==> src/sv/shsps_pkg.sv <==
// -----------------------------------------------------------------------------
// shsps_pkg - shared constants and helpers for the half-step position sequencer
// Holds the position width, the configuration register indexes and the
// eight-entry coil phase table.
// -----------------------------------------------------------------------------
package shsps_pkg;

	// position and target counters, in half-step units
	localparam int PosWidth = 32;
	// width of the reported position and target fields
	localparam int OutPosWidth = 32;
	// signed move distance field
	localparam int MoveWidth = 24;
	// configuration port
	localparam int CfgIndexWidth = 2;
	localparam int CfgDataWidth = 8;
	localparam int WindowWidth = 8;

	typedef logic [PosWidth-1:0] pos_t;
	typedef logic [2:0] phase_idx_t;
	typedef logic [3:0] coil_t;

	typedef enum logic [CfgIndexWidth-1:0] {
		CFG_RUN_ENABLE = 2'd0,
		CFG_HALF_STEP  = 2'd1,
		CFG_REVERSE    = 2'd2,
		CFG_WINDOW     = 2'd3
	} cfg_reg_t;

	typedef enum logic {
		FUNC_TICK = 1'b0,
		FUNC_MOVE = 1'b1
	} func_t;

	// half-step coil pattern for each phase index
	function automatic coil_t phase_pattern(input phase_idx_t idx);
		coil_t pat;
		unique case (idx)
			3'd0: pat = 4'h1;
			3'd1: pat = 4'h3;
			3'd2: pat = 4'h2;
			3'd3: pat = 4'h6;
			3'd4: pat = 4'h4;
			3'd5: pat = 4'hC;
			3'd6: pat = 4'h8;
			3'd7: pat = 4'h9;
			default: pat = 4'h0;
		endcase
		return pat;
	endfunction

	// reverse the bit order of a coil pattern
	function automatic coil_t mirror4(input coil_t v);
		return {v[0], v[1], v[2], v[3]};
	endfunction

endpackage

==> src/sv/stepper_half_step_position_sequencer_top.sv <==
// -----------------------------------------------------------------------------
// stepper_half_step_position_sequencer_top - four-coil half-step sequencer
// Keeps position and target counters and drives the coils one step per tick
// request until the position lies within the target window.
// -----------------------------------------------------------------------------
// Usage:
//   Input requests arrive on in_valid/in_ready with func and move_half_steps.
//   A move request (func = 1) adds the signed distance to the target. A tick
//   request (func = 0) takes one step in the configured direction while
//   run_enable is set and the position is outside target +/- window.
//   Every request returns one result on out_valid/out_ready with the coil
//   levels, busy flag, position and target after the update.
//   The result is registered at the edge that accepts the request. Throughput
//   is one request per cycle while the receiver keeps taking results; the single update step
//   (one counter add and one window compare) sets that figure.
//   in_ready stays high while the result register is empty or being taken,
//   so a stalled receiver holds off new requests only while its result waits.
//   Configuration is a plain write port (cfg_we, cfg_index, cfg_data) taken
//   at any edge with cfg_we high; write it only while the block is idle.
//   Reset clears position, target, phase, busy and coils; run_enable = 0,
//   half_step_mode = 1, reverse = 0, window = 1.
// -----------------------------------------------------------------------------
module stepper_half_step_position_sequencer_top (
	input  logic                                     clk,
	input  logic                                     arst_n,
	// configuration
	input  logic                                     cfg_we,
	input  logic [shsps_pkg::CfgIndexWidth-1:0]      cfg_index,
	input  logic [shsps_pkg::CfgDataWidth-1:0]       cfg_data,
	// input requests
	input  logic                                     in_valid,
	output logic                                     in_ready,
	input  logic                                     func,
	input  logic signed [shsps_pkg::MoveWidth-1:0]   move_half_steps,
	// results
	output logic                                     out_valid,
	input  logic                                     out_ready,
	output logic [3:0]                               coils,
	output logic                                     busy_res,
	output logic signed [shsps_pkg::OutPosWidth-1:0] position,
	output logic signed [shsps_pkg::OutPosWidth-1:0] target
);
	import shsps_pkg::*;

	// configuration registers
	logic                   run_enable_q;
	logic                   half_step_q;
	logic                   reverse_q;
	logic [WindowWidth-1:0] window_q;

	// sequencer state
	pos_t       position_q;
	pos_t       target_q;
	phase_idx_t phase_q;
	logic       busy_q;
	coil_t      coil_q;

	// next state
	pos_t       position_d;
	pos_t       target_d;
	phase_idx_t phase_d;
	logic       busy_d;
	coil_t      coil_d;

	// result register
	logic                   out_valid_q;
	coil_t                  coils_q;
	logic                   busy_res_q;
	logic [OutPosWidth-1:0] position_res_q;
	logic [OutPosWidth-1:0] target_res_q;

	logic in_fire;
	pos_t move_ext;
	pos_t dist_pos;
	pos_t dist_biased;
	pos_t window_span;
	logic in_window;
	pos_t step_size;
	logic [3:0] phase_sum;
	coil_t pattern;

	assign in_ready = !out_valid_q || out_ready;
	assign in_fire  = in_valid && in_ready;

	// configuration writes
	always_ff @(posedge clk or negedge arst_n) begin
		if (!arst_n) begin
			run_enable_q <= 1'b0;
			half_step_q  <= 1'b1;
			reverse_q    <= 1'b0;
			window_q     <= WindowWidth'(1);
		end else if (cfg_we) begin
			unique case (cfg_reg_t'(cfg_index))
				CFG_RUN_ENABLE: run_enable_q <= cfg_data[0];
				CFG_HALF_STEP:  half_step_q  <= cfg_data[0];
				CFG_REVERSE:    reverse_q    <= cfg_data[0];
				CFG_WINDOW:     window_q     <= cfg_data[WindowWidth-1:0];
				default: ;
			endcase
		end
	end

	// window test: |pos - tgt| <= w  <=>  (pos - tgt + w) mod 2^n <= 2w
	assign dist_pos    = position_q - target_q;
	assign window_span = PosWidth'(window_q);
	assign dist_biased = dist_pos + window_span;
	assign in_window   = dist_biased <= (window_span << 1);

	assign move_ext  = PosWidth'(move_half_steps);
	assign step_size = half_step_q ? PosWidth'(1) : PosWidth'(2);
	assign phase_sum = {1'b0, phase_q} + (half_step_q ? 4'd1 : 4'd2);
	assign pattern   = phase_pattern(phase_q);

	// state update for one request
	always_comb begin
		position_d = position_q;
		target_d   = target_q;
		phase_d    = phase_q;
		busy_d     = busy_q;
		coil_d     = coil_q;
		unique case (func_t'(func))
			FUNC_MOVE: begin
				target_d = target_q + move_ext;
			end
			FUNC_TICK: begin
				if (run_enable_q) begin
					if (in_window) begin
						busy_d = 1'b0;
					end else begin
						busy_d     = 1'b1;
						coil_d     = reverse_q ? pattern : mirror4(pattern);
						position_d = reverse_q ? (position_q - step_size)
						                       : (position_q + step_size);
						phase_d    = phase_sum[3] ? 3'd0 : phase_sum[2:0];
					end
				end
			end
			default: ;
		endcase
	end

	// sequencer state registers
	always_ff @(posedge clk or negedge arst_n) begin
		if (!arst_n) begin
			position_q <= '0;
			target_q   <= '0;
			phase_q    <= '0;
			busy_q     <= 1'b0;
			coil_q     <= '0;
		end else if (in_fire) begin
			position_q <= position_d;
			target_q   <= target_d;
			phase_q    <= phase_d;
			busy_q     <= busy_d;
			coil_q     <= coil_d;
		end
	end

	// result valid
	always_ff @(posedge clk or negedge arst_n) begin
		if (!arst_n) begin
			out_valid_q <= 1'b0;
		end else if (in_ready) begin
			out_valid_q <= in_valid;
		end
	end

	// result payload
	always_ff @(posedge clk) begin
		if (in_fire) begin
			coils_q        <= coil_d;
			busy_res_q     <= busy_d;
			position_res_q <= OutPosWidth'(position_d);
			target_res_q   <= OutPosWidth'(target_d);
		end
	end

	assign out_valid = out_valid_q;
	assign coils     = coils_q;
	assign busy_res  = busy_res_q;
	assign position  = signed'(position_res_q);
	assign target    = signed'(target_res_q);

endmodule
==> config.mk <==
export PLATFORM = sky130hd
export DESIGN_NAME = stepper_half_step_position_sequencer_top
export DESIGN_NICKNAME = d
export VERILOG_FILES = /design/src/sv/shsps_pkg.sv /design/src/sv/stepper_half_step_position_sequencer_top.sv
export SDC_FILE = /design/constraint.sdc
export NUM_CORES = 1
export LEC_CHECK = 0
export BUFFER_PORTS_ARGS = -buffer_cell sky130_fd_sc_hd__buf_2
export CAP_MARGIN = 10
export CORE_MARGIN = 5
export CORE_UTILIZATION = 52
export DETAILED_ROUTE_END_ITERATION = 8
export PLACE_DENSITY_LB_ADDON = 0.05
export SLEW_MARGIN = 20
export SYNTH_ARGS = -nofsm -noshare
export SYNTH_HDL_FRONTEND = slang
export SYNTH_SLANG_ARGS = --single-unit
==> constraint.sdc <==
create_clock -name clk -period 4.4 [get_ports clk]
set_input_delay 0.22 -clock clk [delete_from_list [all_inputs] [get_ports clk]]
set_output_delay 0.22 -clock clk [all_outputs]
set_load 0.1 [all_outputs]
## After elaboration in Yosys (flattened, before gate mapping)

Memory sizes are Yosys's and may differ from the RTL's.
Cells that the tools add are included.

| operators by class | value |
|---|---|
| mux-type cells | 15 |
| shift operators | 0 |
| $add $sub $neg | 6 |
| div/mod/pow operators | 0 |
| order comparisons | 1 |
| reduce and logical (&&, ||, !) cells | 9 |
| bitwise logic cells | 2 |
| multipliers | 0 |
| equality and inequality tests | 3 |

Operators with widths:

| kind | count |
|---|---|
| $mux W32 | 5 |
| $add A32 B2 Y32 | 1 |
| $add A32 B32 Y32 | 1 |
| $add A32 B8 Y32 | 1 |
| $le A32 B9 Y1 | 1 |
| $sub A32 B2 Y32 | 1 |
| $sub A32 B32 Y32 | 1 |
| $mux W4 | 4 |
| $reduce_and A2 Y1 | 4 |
| $add A3 B2 Y4 | 1 |
| $eq A2 B2 Y1 const B | 2 |
| $mux W2 | 2 |
| $reduce_and A4 Y1 | 1 |
| $mux W1 | 3 |
| $mux W3 | 1 |
| $eq A2 B1 Y1 const B | 1 |
| $logic_not A2 Y1 | 1 |
| $not A1 Y1 | 2 |
| $logic_and A1 B1 Y1 | 1 |
| $logic_not A1 Y1 | 1 |
| $logic_or A1 B1 Y1 | 1 |

| storage, ports and cells | value |
|---|---|
| memories | 1 |
| bits in read-only memories | 32 |
| latch bits | 0 |
| output and inout port bits | 71 |
| register bits after elaboration | 153 |
| bits in writable memories | 0 |
| input bits | 40 |
| logic and storage cells | 51 |

Memories:

| memory | depth | bits a word | rd ports | clocked after Yosys merged registers in | write ports | RTL line | text |
|---|---|---|---|---|---|---|---|
| (no name shown) | 8 | 4 | 1 | 0 | 0 | shsps_pkg.sv:38 | `unique case (idx)` |

## Logic depth before layout (Yosys ltp)

Gate-level depths: netlist (run 1).

| depth | value |
|---|---|
| word-level depth | 6 |
| mapped depth | 22 |
| mapped depth without buffers | 21 |

## Worst setup path before layout (run 1)

Ideal clock, no wire load.

| path | value |
|---|---|
| path kind | register to register |
| start point | reg position_q[1] |
| end point | reg position_res_q[10] (netlist: position[10]), data pin |
| library setup time | 0.260 ns |
| buffers on the path | 1 |
| data required time | 4.140 ns |
| arrival time | 4.588 ns |
| period minus slack after synthesis | 4.847 ns |
| setup slack | -0.447 ns |
| cell stages (with the launch flop) | 21 |
| cells stage by stage | dfrtp_1 inv_1 fa_1 inv_1 fa_1 a21oi_1 o211ai_1 a31oi_1 xnor2_1 ha_1 nand3_1 nor2_1 a221oi_1 o21ai_0 nor4_2 o2111ai_1 nor4_2 o2111ai_1 o31ai_1 buf_2 mux2_2 |

| between the ends | value |
|---|---|
| word-level cells in the longest chain between the ends | 6 |
| elaborated cells between the ends (all ways) | 9 |
| classes of those cells | add/sub: 4; order compare: 1; mux: 4 |

RTL lines:

| what | RTL line | text |
|---|---|---|
| start, declared | stepper_half_step_position_sequencer_top.sv:52 | `pos_t position_q;` |
| start signal, assigned | stepper_half_step_position_sequencer_top.sv:151 | `position_q <= position_d;` |
| $sub A32 B32 Y32 | stepper_half_step_position_sequencer_top.sv:104 | `assign dist_pos = position_q - target_q;` |
| $add A32 B8 Y32 | stepper_half_step_position_sequencer_top.sv:106 | `assign dist_biased = dist_pos + window_span;` |
| $le A32 B9 Y1 | stepper_half_step_position_sequencer_top.sv:107 | `assign in_window = dist_biased <= (window_span << 1);` |
| $mux W32 (*) | stepper_half_step_position_sequencer_top.sv:127 | `if (in_window) begin` |
| $mux W32 (*) | stepper_half_step_position_sequencer_top.sv:126 | `if (run_enable_q) begin` |
| $mux W32 (*) | stepper_half_step_position_sequencer_top.sv:121 | `unique case (func_t'(func))` |
| net position_d[10] | stepper_half_step_position_sequencer_top.sv:59 | `pos_t position_d;` |
| end signal, assigned | stepper_half_step_position_sequencer_top.sv:173 | `position_res_q <= OutPosWidth'(position_d);` |
| end, declared | stepper_half_step_position_sequencer_top.sv:69 | `logic [OutPosWidth-1:0] position_res_q;` |

Mark *: on every way through the listed nets, which the timed path passes. The rest lies on a longest branch.
A chain may end at the register's enable or synchronous reset.

## Final worst setup path (run 1)

| path | value |
|---|---|
| start point | reg window_q[1] |
| end point | reg position_res_q[22] (netlist: position[22]), data pin |

| between the ends | value |
|---|---|
| word-level cells in the longest chain between the ends | 5 |

RTL lines:

| what | RTL line | text |
|---|---|---|
| start, declared | stepper_half_step_position_sequencer_top.sv:49 | `logic [WindowWidth-1:0] window_q;` |
| start signal, assigned | stepper_half_step_position_sequencer_top.sv:91 | `window_q <= WindowWidth'(1);` |
| start signal, assigned | stepper_half_step_position_sequencer_top.sv:97 | `CFG_WINDOW: window_q <= cfg_data[WindowWidth-1:0];` |
| $add A32 B8 Y32 | stepper_half_step_position_sequencer_top.sv:106 |  |
| $le A32 B9 Y1 (*) | stepper_half_step_position_sequencer_top.sv:107 |  |
| $mux W32 (*) | stepper_half_step_position_sequencer_top.sv:127 |  |
| $mux W32 (*) | stepper_half_step_position_sequencer_top.sv:126 |  |
| $mux W32 (*) | stepper_half_step_position_sequencer_top.sv:121 |  |
| net position_d[22] | stepper_half_step_position_sequencer_top.sv:59 |  |

Marks and branches as above.

==> impl_metrics.tcl, run 1 <==
set metrics [dict create \
    netlist_area_um2 11890 \
    violations "setup timing" \
    synth.avg_cell_area_um2 9.938 \
    tritoncts_num_sinks 153 \
    critical_path_peak_fanout 5 \
    number_of_flip_flops_and_latches_in_the_synthesized_netlist 153 \
    routed-via-count 9812 \
    worstSkewPairLatency_ns 0.44 \
    io_pins 111 \
    synth_xor_xnor_area_share_pct 5.084 \
    worstHoldPathType "primary input to flop" \
    setup_viol_count_final 77 \
    critPathCaptureType "flop" \
    grt_overflow_total 0 \
    gate_count_of_the_mapped_netlist 1196 \
    share_of_the_synthesized_area_in_compound_gates_ao_oa_aoi_oai_pct 17.49 \
    route.final.wire_length_um 31060 \
    cap_viol_max_count 0 \
    timing.critical_path.cells "inv_2 > fa_1 > inv_2 > fa_2 > a21oi_4 > o211ai_1 > a31oi_1 > xnor2_1 > ha_1 > nand3_2 > nor2_2 > a221oi_2 > o21ai_1 > nor4_2 > o2111ai_1 > nor4_2 > o2111ai_2 > o31ai_4 > buf_6 > buf_12 > clkbuf_16 > mux2_4" \
    ys_seq_area_share_pct 35.14 \
    most_numerous_cell_types_in_the_synthesized_netlist "sky130_fd_sc_hd__ha_1, sky130_fd_sc_hd__nand2_1, sky130_fd_sc_hd__a21oi_1, sky130_fd_sc_hd__inv_1, sky130_fd_sc_hd__dfrtp_1" \
    floorplan.die.width_um 161.2 \
    critical_path.slowest_cell "sky130_fd_sc_hd__fa_1" \
    n_fill_cell 1837 \
    synth.distinct_cells 73 \
    global_route.usage.total_pct 23.79 \
    dieArea_um2 25980 \
    htree_num_levels 4 \
    detailed_place_hpwl_um 22380 \
    postPlaceCellArea_um2 13640 \
    timing.rr.end "position[22]$_DFFE_PP_" \
    fp.coreArea_um2 22570 \
    cts_buffer_depth 2 \
    grt_max_degree 62 \
    avgViaCountPerCell 5.668 \
    routedWlPerCell_um 17.94 \
    ys_async_sr_fraction_pct 54.90 \
    period_needed_ns 4.811 \
    final.period_utilization_pct 109.3 \
    floorplan.initialDensity_pct 52.66 \
    netlist.area_leader.share_pct 17.43 \
    floorplan.rows 55 \
    critical_path_required_ns 4.59 \
    postSynthNetCount 1374 \
    synth.top_cells.by_area "sky130_fd_sc_hd__edfxtp_1, sky130_fd_sc_hd__dfrtp_1, sky130_fd_sc_hd__ha_1, sky130_fd_sc_hd__mux2_2, sky130_fd_sc_hd__a21oi_1" \
    startpoint_type "flop" \
    gpl.final_weighted_congestion 0.9190 \
    max-slew-margin-rel_pct 48.29 \
    timing.fmax_mhz 207.9 \
    final_hold_viol_count 0 \
    tightestPinTransition_ns 0.7741 \
    place.detailed.instances 1671 \
    fin_area_um2 14840 \
    max_stage_delay_on_crit_path_ns 0.54 \
    vias_in_the_first_global_route 9835 \
    grt_first_pass_wirelength_um 49860 \
    worst_case_setup_slack_after_placement_ns -0.5524 \
    outcome "finished with violations" \
    drt.antenna.violating_nets 0 \
    worst_setup_hold_path_clk_slew_ns 0.07 \
    worst-endpoint-arrival_ns 5.00 \
    number_of_enable_type_register_cells_in_the_synthesized_netlist 69 \
    finalHoldWorstSlack_ns 0.01807 \
    worstRegToRegCells 22 \
    numPortBuffers 110 \
    crit-reg2reg-launch "window_q[1]$_DFFE_PN0P_" \
    grt_setup_unrepaired "true" \
    cts_root_buf "sky130_fd_sc_hd__clkbuf_16" \
    worst-setup-path-type "flop to flop" \
    synth_simple_gate_area_share_pct 11.48 \
    drt_first_pass_iters 5 \
    clock_tree_from_tritoncts "yes" \
    timing_max_transition_violations_final 0 \
    final_critical_path_setup_slack_ns -0.4108 \
    antenna-diode-count 0 \
    post-synth-top-count-cell "sky130_fd_sc_hd__ha_1" \
    fin_skew_ns 0.008955 \
    yosysTopAreaCell "sky130_fd_sc_hd__edfxtp_1" \
    initialDrtViolationCount 830 \
    setup.reg_to_reg.worst_slack_ns -0.41 \
    layout.nets 1611 \
    final_layout_size_suffix_gt1_share_pct 30.08 \
    worst_hold_path.endpoint "window_q[3]$_DFFE_PN0P_" \
    post_layout_nonfiller_instances 1731 \
    drcViolationCount 0 \
    min_path_cells 2 \
    area_share_of_fa_ha_maj_cells_after_synthesis_pct 15.22 \
    yosysWarningCount 0 \
    layout_overhead_on_the_synthesized_area_pct 24.85 \
    antenna_found_initial 0 \
    num_cts_buffers 17 \
    worstHoldStart "cfg_data[3]" \
    yosys-mux-area-fraction_pct 11.52 \
    floorplan.die.height_um 161.2 \
    synth_top_family_by_area "compound AO/OA/AOI/OAI gates" \
    synthFlopType "sky130_fd_sc_hd__dfrtp_1" \
]
-- per-layer routing --
| layer | routed length (um) | GRT usage, % | part of all wire, % |
|---|---|---|---|
| met1 | 14960 | 33.59 | 48 |
| met2 | 14490 | 38.76 | 47 |
| met3 | 1167 | 3.853 | 3.8 |
| met4 | 451 | 5.428 | 1.5 |
| met5 | 0 | 0 | 0 |
-- state kept, by name, indices dropped and copies added (netlist names) --
signal        count
window_q          8
phase_q           3
out_valid         1
target_q         32
coil_q            4
coils             4
busy_q            1
half_step_q       1
position         32
busy_res          1
target           32
run_enable_q      1
reverse_q         1
position_q       32
-- cell families (layout without fill, tap and decap cells) --
kind of cell / after synthesis / count (layout)
flops: 153 / 153
fa+ha+maj: 138 / 138
simple gates: 283 / 283
xor+xnor: 69 / 69
compound gates: 320 / 320
buf+inv: 120 / 370
mux: 113 / 113
-- layout by cell type, fill, tap and decap left out, types with 7 or more instances in the layout --
cell type                   synthesis  routed
sky130_fd_sc_hd__nand4_1           12      12
sky130_fd_sc_hd__o211ai_1          10      10
sky130_fd_sc_hd__buf_2              8     109
sky130_fd_sc_hd__o21bai_1           7       7
sky130_fd_sc_hd__mux2i_1            7       7
sky130_fd_sc_hd__nor2b_1           11      11
sky130_fd_sc_hd__fa_1              11      10
sky130_fd_sc_hd__mux2_2            78      48
sky130_fd_sc_hd__or3_1              8       8
sky130_fd_sc_hd__nor3_1            10      10
sky130_fd_sc_hd__edfxtp_1          69      69
sky130_fd_sc_hd__a21o_1            38      38
sky130_fd_sc_hd__nand2b_1          16      16
sky130_fd_sc_hd__clkbuf_16          0      20
sky130_fd_sc_hd__ha_1             127     122
sky130_fd_sc_hd__a31oi_1           11      11
sky130_fd_sc_hd__nor2_1            64      63
sky130_fd_sc_hd__inv_1             88      85
sky130_fd_sc_hd__o21ai_0           73      64
sky130_fd_sc_hd__xor2_1            19      19
sky130_fd_sc_hd__nand3_1           25      24
sky130_fd_sc_hd__nand2_1           99      98
sky130_fd_sc_hd__o21a_1            16      16
sky130_fd_sc_hd__a21oi_1           88      84
sky130_fd_sc_hd__and3_1            11      11
sky130_fd_sc_hd__buf_4              0     121
sky130_fd_sc_hd__a211oi_1           8       7
sky130_fd_sc_hd__mux2_4            28      58
sky130_fd_sc_hd__dfrtp_1           82      82
sky130_fd_sc_hd__xnor2_1           50      49
-- layout make-up --
| type | count | area [um2] | share of cell area [%] |
|---|---|---|---|
| multi-input cells | 923 | 7557 | 50.92 |
| flip-flops and latches | 153 | 4177 | 28.14 |
| repair buffers | 249 | 1805 | 12.17 |
| clock buffers | 17 | 425.4 | 2.867 |
| well taps | 285 | 356.6 | 2.403 |
| inverters | 89 | 335.3 | 2.260 |
| clock inverters | 15 | 183.9 | 1.239 |
-- worst max path at each step --
| stage | start | end | slack (ns) | cells past startpoint |
|---|---|---|---|---|
| after floorplan | position_q[1]$_DFFE_PN0P_ | position[17]$_DFFE_PP_ | -0.19 | 20 |
| after global placement | window_q[1]$_DFFE_PN0P_ | position[3]$_DFFE_PP_ | -0.44 | 20 |
| after detailed placement | position_q[3]$_DFFE_PN0P_ | position[25]$_DFFE_PP_ | -0.55 | 20 |
| after CTS | window_q[1]$_DFFE_PN0P_ | position_q[5]$_DFFE_PN0P_ | -0.30 | 22 |
| after global routing | window_q[1]$_DFFE_PN0P_ | position_q[21]$_DFFE_PN0P_ | -0.62 | 22 |
| final | window_q[1]$_DFFE_PN0P_ | position[22]$_DFFE_PP_ | -0.41 | 22 |
-- critical path: cells and delay by family, from the launching register on --
family	cells	cell delay [ns]
buffers and inverters	5	0.56
XOR/XNOR	1	0.16
adder cells (fa/ha/maj)	3	1.21
AND/OR/NAND/NOR	4	0.52
AO/OA/AOI/OAI	8	1.44
multiplexers	1	0.29
flip-flops	1	0.36
-- metrics by stage --
stage / setup TNS [ns] / utilization (%)
floorplan: -8.632 / -
global placement: -26.80 / 60.44
detailed placement: -33.79 / 60.44
CTS: -18.09 / 64.77
global route: -42.28 / 65.75
finish: -26.18 / 65.75
-- what timing repair did --
item,4_1_cts,5_1_grt
buffers inserted,11,7
pin swaps,11,10
hold buffers,4,0
setup endpoints to repair,77,77
hold endpoints to repair,52,0
gates cloned,4,3
gates resized for setup,35,30
Power of run 1 is left out: the tool's default activity adds up to more than one toggle a clock period on the data nets, which glitch-free logic cannot reach.
==> inputs of run 2 (changes only) <==
SKIP_LAST_GASP = 1   (was not set)
==> impl_metrics.tcl, run 2 (synthesis results as in run 1) <==
set metrics [dict create \
    drt_first_pass_iters 5 \
    numPortBuffers 110 \
    initialDrtViolationCount 826 \
    floorplan.initialDensity_pct 52.66 \
    cap_viol_max_count 0 \
    mostFrequentLayoutCells "sky130_fd_sc_hd__ha_1, sky130_fd_sc_hd__buf_4, sky130_fd_sc_hd__buf_2" \
    fin_skew_ns 0.01081 \
    antenna-diode-count 0 \
    period_needed_ns 4.860 \
    htree_num_levels 4 \
    place.detailed.instances 1671 \
    critical_path_peak_fanout 6 \
    layout.nets 1618 \
    routedWlPerCell_um 17.94 \
    cts_root_buf "sky130_fd_sc_hd__clkbuf_16" \
    detailed_place_hpwl_um 22380 \
    grt_first_pass_wirelength_um 49790 \
    post_layout_nonfiller_instances 1738 \
    drt.antenna.violating_nets 0 \
    antenna_found_initial 0 \
    worst-setup-path-type "flop to flop" \
    grt_setup_unrepaired "true" \
    gpl.final_weighted_congestion 0.9190 \
    worstSkewPairLatency_ns 0.44 \
    n_fill_cell 1834 \
    finalHoldWorstSlack_ns 0.01830 \
    final.period_utilization_pct 110.5 \
    global_route.usage.total_pct 23.76 \
    worst-endpoint-arrival_ns 5.05 \
    dieArea_um2 25980 \
    cp_top_family "compound AO/OA/AOI/OAI gates" \
    floorplan.rows 55 \
    worstPathBufferInverterCount 5 \
    worst_setup_hold_path_clk_slew_ns 0.07 \
    avgViaCountPerCell 5.680 \
    grt_max_degree 62 \
    final_critical_path_setup_slack_ns -0.4600 \
    timing_max_transition_violations_final 0 \
    io_pins 111 \
    fp.coreArea_um2 22570 \
    setup_tns_ns -30.04 \
    floorplan.die.width_um 161.2 \
    layout_overhead_on_the_synthesized_area_pct 25.15 \
    setup_viol_count_final 77 \
    outcome "finished with violations" \
    critical_path_required_ns 4.59 \
    violations "setup timing" \
    route.final.wire_length_um 31180 \
    routed-via-count 9871 \
    vias_in_the_first_global_route 9811 \
    floorplan.die.height_um 161.2 \
    tightestPinTransition_ns 0.8829 \
    timing.critical_path.cells "inv_2 > fa_1 > inv_2 > fa_2 > a21oi_4 > o211ai_1 > a31oi_1 > xnor2_1 > ha_1 > nand3_2 > nor2_2 > a221oi_2 > o21ai_1 > nor4_2 > o2111ai_1 > nor4_2 > o2111ai_2 > o31ai_4 > buf_6 > buf_12 > clkbuf_16 > mux2_2" \
    num_cts_buffers 17 \
    clock_tree_from_tritoncts "yes" \
    postLayoutCoreUtil_pct 65.90 \
    max_stage_delay_on_crit_path_ns 0.54 \
    drcViolationCount 0 \
    max-slew-margin-rel_pct 41.02 \
    cts_buffer_depth 2 \
    final_layout_size_suffix_gt1_share_pct 29.94 \
    critical_path.slowest_cell "sky130_fd_sc_hd__fa_1" \
    critPathCaptureType "flop" \
    timing.fmax_mhz 205.8 \
    startpoint_type "flop" \
    final_hold_viol_count 0 \
    grt_overflow_total 0 \
    tritoncts_num_sinks 153 \
    worstHoldPathType "primary input to flop" \
]
## run 2: changes by cell type in the layout (fill, tap and decap cells not counted), sizes merged
cell,previous run,this run
buf,242,248
clkbuf,20,21
## run 2: final cells by class
cell class | count | area, um2 | area share, %
flip-flops and latches | 153 | 4177 | 28.08
well taps | 285 | 356.6 | 2.397
clock inverters | 15 | 183.9 | 1.236
repair buffers | 256 | 1906 | 12.81
inverters | 89 | 335.3 | 2.254
clock buffers | 17 | 425.4 | 2.860
multi-input cells | 923 | 7492 | 50.37
## run 2: path summary, 6_finish.rpt
kind                       depth (start not counted)  slack (ns)                     from                    endpoint
min reg2reg                                        1        0.48       busy_q$_DFFE_PN0P_          busy_q$_DFFE_PN0P_
max in group asynchronous                          3        3.02                   arst_n  position_q[18]$_DFFE_PN0P_
max                                               22       -0.46  window_q[1]$_DFFE_PN0P_      position[24]$_DFFE_PP_
min                                                2        0.02              cfg_data[3]     window_q[3]$_DFFE_PN0P_
min in group asynchronous                          2        0.40                   arst_n       out_valid$_DFFE_PN0N_
max reg2reg                                       22       -0.46  window_q[1]$_DFFE_PN0P_      position[24]$_DFFE_PP_
## run 2: layer usage
layer  vias to the layer above  global-route usage (%)  share of wire (%)
li1                       4891                       -                  -
met1                      4734                   33.54                 48
met2                       215                   38.70                 47
met3                        31                   3.853                3.9
met4                         0                   5.428                1.5
met5                         -                       0                  0
## run 2: per-stage QoR
| step | setup slack (ns) | instance area (um2) |
|---|---|---|
| CTS | -0.3050 | 14590 |
| detailed placement | -0.5524 | 13640 |
| global route | -0.6492 | 14880 |
| global placement | -0.4450 | 13640 |
| floorplan | -0.1928 | 12020 |
| finish | -0.4600 | 14880 |
## run 2: worst reg2reg max path, cell delays in order, from the launching register on
cell and delay, ns:
sky130_fd_sc_hd__dfrtp_1 0.36, sky130_fd_sc_hd__inv_2 0.05, sky130_fd_sc_hd__fa_1 0.54, sky130_fd_sc_hd__inv_2 0.06
sky130_fd_sc_hd__fa_2 0.38, sky130_fd_sc_hd__a21oi_4 0.20, sky130_fd_sc_hd__o211ai_1 0.14, sky130_fd_sc_hd__a31oi_1 0.23
sky130_fd_sc_hd__xnor2_1 0.17, sky130_fd_sc_hd__ha_1 0.30, sky130_fd_sc_hd__nand3_2 0.12, sky130_fd_sc_hd__nor2_2 0.05
sky130_fd_sc_hd__a221oi_2 0.20, sky130_fd_sc_hd__o21ai_1 0.11, sky130_fd_sc_hd__nor4_2 0.14, sky130_fd_sc_hd__o2111ai_1 0.16
sky130_fd_sc_hd__nor4_2 0.21, sky130_fd_sc_hd__o2111ai_2 0.19, sky130_fd_sc_hd__o31ai_4 0.21, sky130_fd_sc_hd__buf_6 0.19
sky130_fd_sc_hd__buf_12 0.13, sky130_fd_sc_hd__clkbuf_16 0.15, sky130_fd_sc_hd__mux2_2 0.33
## run 2: what timing repair did
item	CTS	global route
pin swaps	11	8
endpoints found under the setup margin	77	77
gates cloned	4	4
endpoints found under the hold margin	52	0
resized for setup	25	28
setup buffers	11	13
hold buffers	4	0
Power of run 2 is left out for the same reason.
==> inputs of run 3 (changes only) <==
HOLD_SLACK_MARGIN = 0.15   (was not set)
==> impl_metrics.tcl, run 3 (synthesis results as in run 1) <==
set metrics [dict create \
    worstHoldPathType "primary input to flop" \
    finalHoldWorstSlack_ns 0.1911 \
    floorplan.rows 55 \
    max_stage_delay_on_crit_path_ns 0.54 \
    worstSkewPairLatency_ns 0.44 \
    htree_num_levels 4 \
    numPortBuffers 110 \
    min_path_cells 3 \
    grt_overflow_total 0 \
    layout_overhead_on_the_synthesized_area_pct 25.82 \
    crit-reg2reg-launch "window_q[1]$_DFFE_PN0P_" \
    worstHoldStart "cfg_index[0]" \
    cap_viol_max_count 0 \
    violations "setup timing" \
    tightestPinTransition_ns 0.8626 \
    critical_path_peak_fanout 6 \
    final.period_utilization_pct 110.5 \
    tritoncts_num_sinks 153 \
    postLayoutCoreUtil_pct 66.26 \
    floorplan.die.height_um 161.2 \
    drcViolationCount 0 \
    clock_tree_from_tritoncts "yes" \
    avgViaCountPerCell 5.648 \
    global_route.usage.total_pct 23.86 \
    worst-setup-path-type "flop to flop" \
    io_pins 111 \
    route.final.wire_length_um 31240 \
    setup_viol_count_final 77 \
    cts_root_buf "sky130_fd_sc_hd__clkbuf_16" \
    timing_max_transition_violations_final 0 \
    max-slew-margin-rel_pct 42.38 \
    grt_setup_unrepaired "true" \
    outcome "finished with violations" \
    antenna-diode-count 0 \
    dieArea_um2 25980 \
    fin_skew_ns 0.01053 \
    num_cts_buffers 17 \
    setup.reg_to_reg.worst_slack_ns -0.46 \
    final_hold_viol_count 0 \
    drt_first_pass_iters 5 \
    antenna_found_initial 0 \
    detailed_place_hpwl_um 22380 \
    worst_setup_hold_path_clk_slew_ns 0.08 \
    worst-endpoint-arrival_ns 5.05 \
    grt_max_degree 62 \
    routed-via-count 9861 \
    floorplan.die.width_um 161.2 \
    worstRegToRegCells 22 \
    period_needed_ns 4.860 \
    floorplan.initialDensity_pct 52.66 \
    vias_in_the_first_global_route 9877 \
    critical_path.slowest_cell "sky130_fd_sc_hd__fa_1" \
    gpl.final_weighted_congestion 0.9190 \
    fp.coreArea_um2 22570 \
    drt.antenna.violating_nets 0 \
    critPathCaptureType "flop" \
    grt_first_pass_wirelength_um 50050 \
    final_critical_path_setup_slack_ns -0.4601 \
    setup_tns_ns -29.69 \
    mostFrequentLayoutCells "sky130_fd_sc_hd__ha_1, sky130_fd_sc_hd__buf_4, sky130_fd_sc_hd__buf_2" \
    layout.nets 1626 \
    startpoint_type "flop" \
    initialDrtViolationCount 842 \
    timing.fmax_mhz 205.8 \
    cts_buffer_depth 2 \
    critical_path_required_ns 4.59 \
    routedWlPerCell_um 17.89 \
    final_layout_size_suffix_gt1_share_pct 29.77 \
    timing.critical_path.cells "inv_2 > fa_1 > inv_2 > fa_2 > a21oi_4 > o211ai_1 > a31oi_1 > xnor2_1 > ha_1 > nand3_2 > nor2_2 > a221oi_2 > o21ai_1 > nor4_2 > o2111ai_1 > nor4_2 > o2111ai_2 > o31ai_4 > buf_6 > buf_12 > clkbuf_16 > mux2_2" \
    timing.rr.end "position[24]$_DFFE_PP_" \
    worst_hold_path.endpoint "reverse_q$_DFFE_PN0P_" \
]
-- run 3: cell count changes in the layout (fill, tap and decap cells not counted) --
cell,change
sky130_fd_sc_hd__dlygate4sd3_1,+8
-- run 3: repair_timing --
item	4_1_cts	5_1_grt
resized for setup	25	28
endpoints found under the hold margin	61	0
pin swaps	11	8
endpoints found under the setup margin	77	77
cloned	4	4
hold buffers	12	0
setup buffers	11	13
-- run 3: how the worst max path moves through the flow --
| stage | cells after the start | end | slack [ns] | start |
|---|---|---|---|---|
| 4_1_cts | 22 | position_q[5]$_DFFE_PN0P_ | -0.30 | window_q[1]$_DFFE_PN0P_ |
| 3_3_place_gp | 20 | position[3]$_DFFE_PP_ | -0.44 | window_q[1]$_DFFE_PN0P_ |
| 5_1_grt | 22 | position[6]$_DFFE_PP_ | -0.65 | window_q[1]$_DFFE_PN0P_ |
| 6_report | 22 | position[24]$_DFFE_PP_ | -0.46 | window_q[1]$_DFFE_PN0P_ |
| 3_5_place_dp | 20 | position[25]$_DFFE_PP_ | -0.55 | position_q[3]$_DFFE_PN0P_ |
| 2_1_floorplan | 20 | position[17]$_DFFE_PP_ | -0.19 | position_q[1]$_DFFE_PN0P_ |
-- run 3: final cells by class --
type                       instances  area (um2)
multi-input combinational        923        7492
fill                            1827        7616
tap                              285       356.6
timing repair buffer             264        1986
clock buffer                      17       425.4
inverter                          89       335.3
clock inverter                    15       183.9
sequential                       153        4177
-- run 3: worst max-delay path: cells and delay by family, from the launching register on --
family / cells / cell delay [ns]
simple gates: 4 / 0.53
mux: 1 / 0.33
compound gates: 8 / 1.45
flops: 1 / 0.36
fa+ha+maj: 3 / 1.22
xor+xnor: 1 / 0.17
buf+inv: 5 / 0.58
-- run 3: routing by layer --
layer / track usage (%) / share of wire, % / vias to the layer above
met5: 0 / 0 / -
met4: 5.428 / 1.5 / 0
met3: 3.853 / 3.6 / 32
met2: 38.95 / 47 / 194
met1: 33.64 / 48 / 4721
li1: - / - / 4914
-- run 3: per-stage QoR --
stage               cells  area [um2]  setup slack, ns
finish               1746       14960          -0.4601
global route         1746       14960          -0.6492
CTS                  1730       14670          -0.3050
detailed placement   1671       13640          -0.5524
global placement     1671       13640          -0.4450
floorplan            1196       12020          -0.1928
Power of run 3 is left out for the same reason.
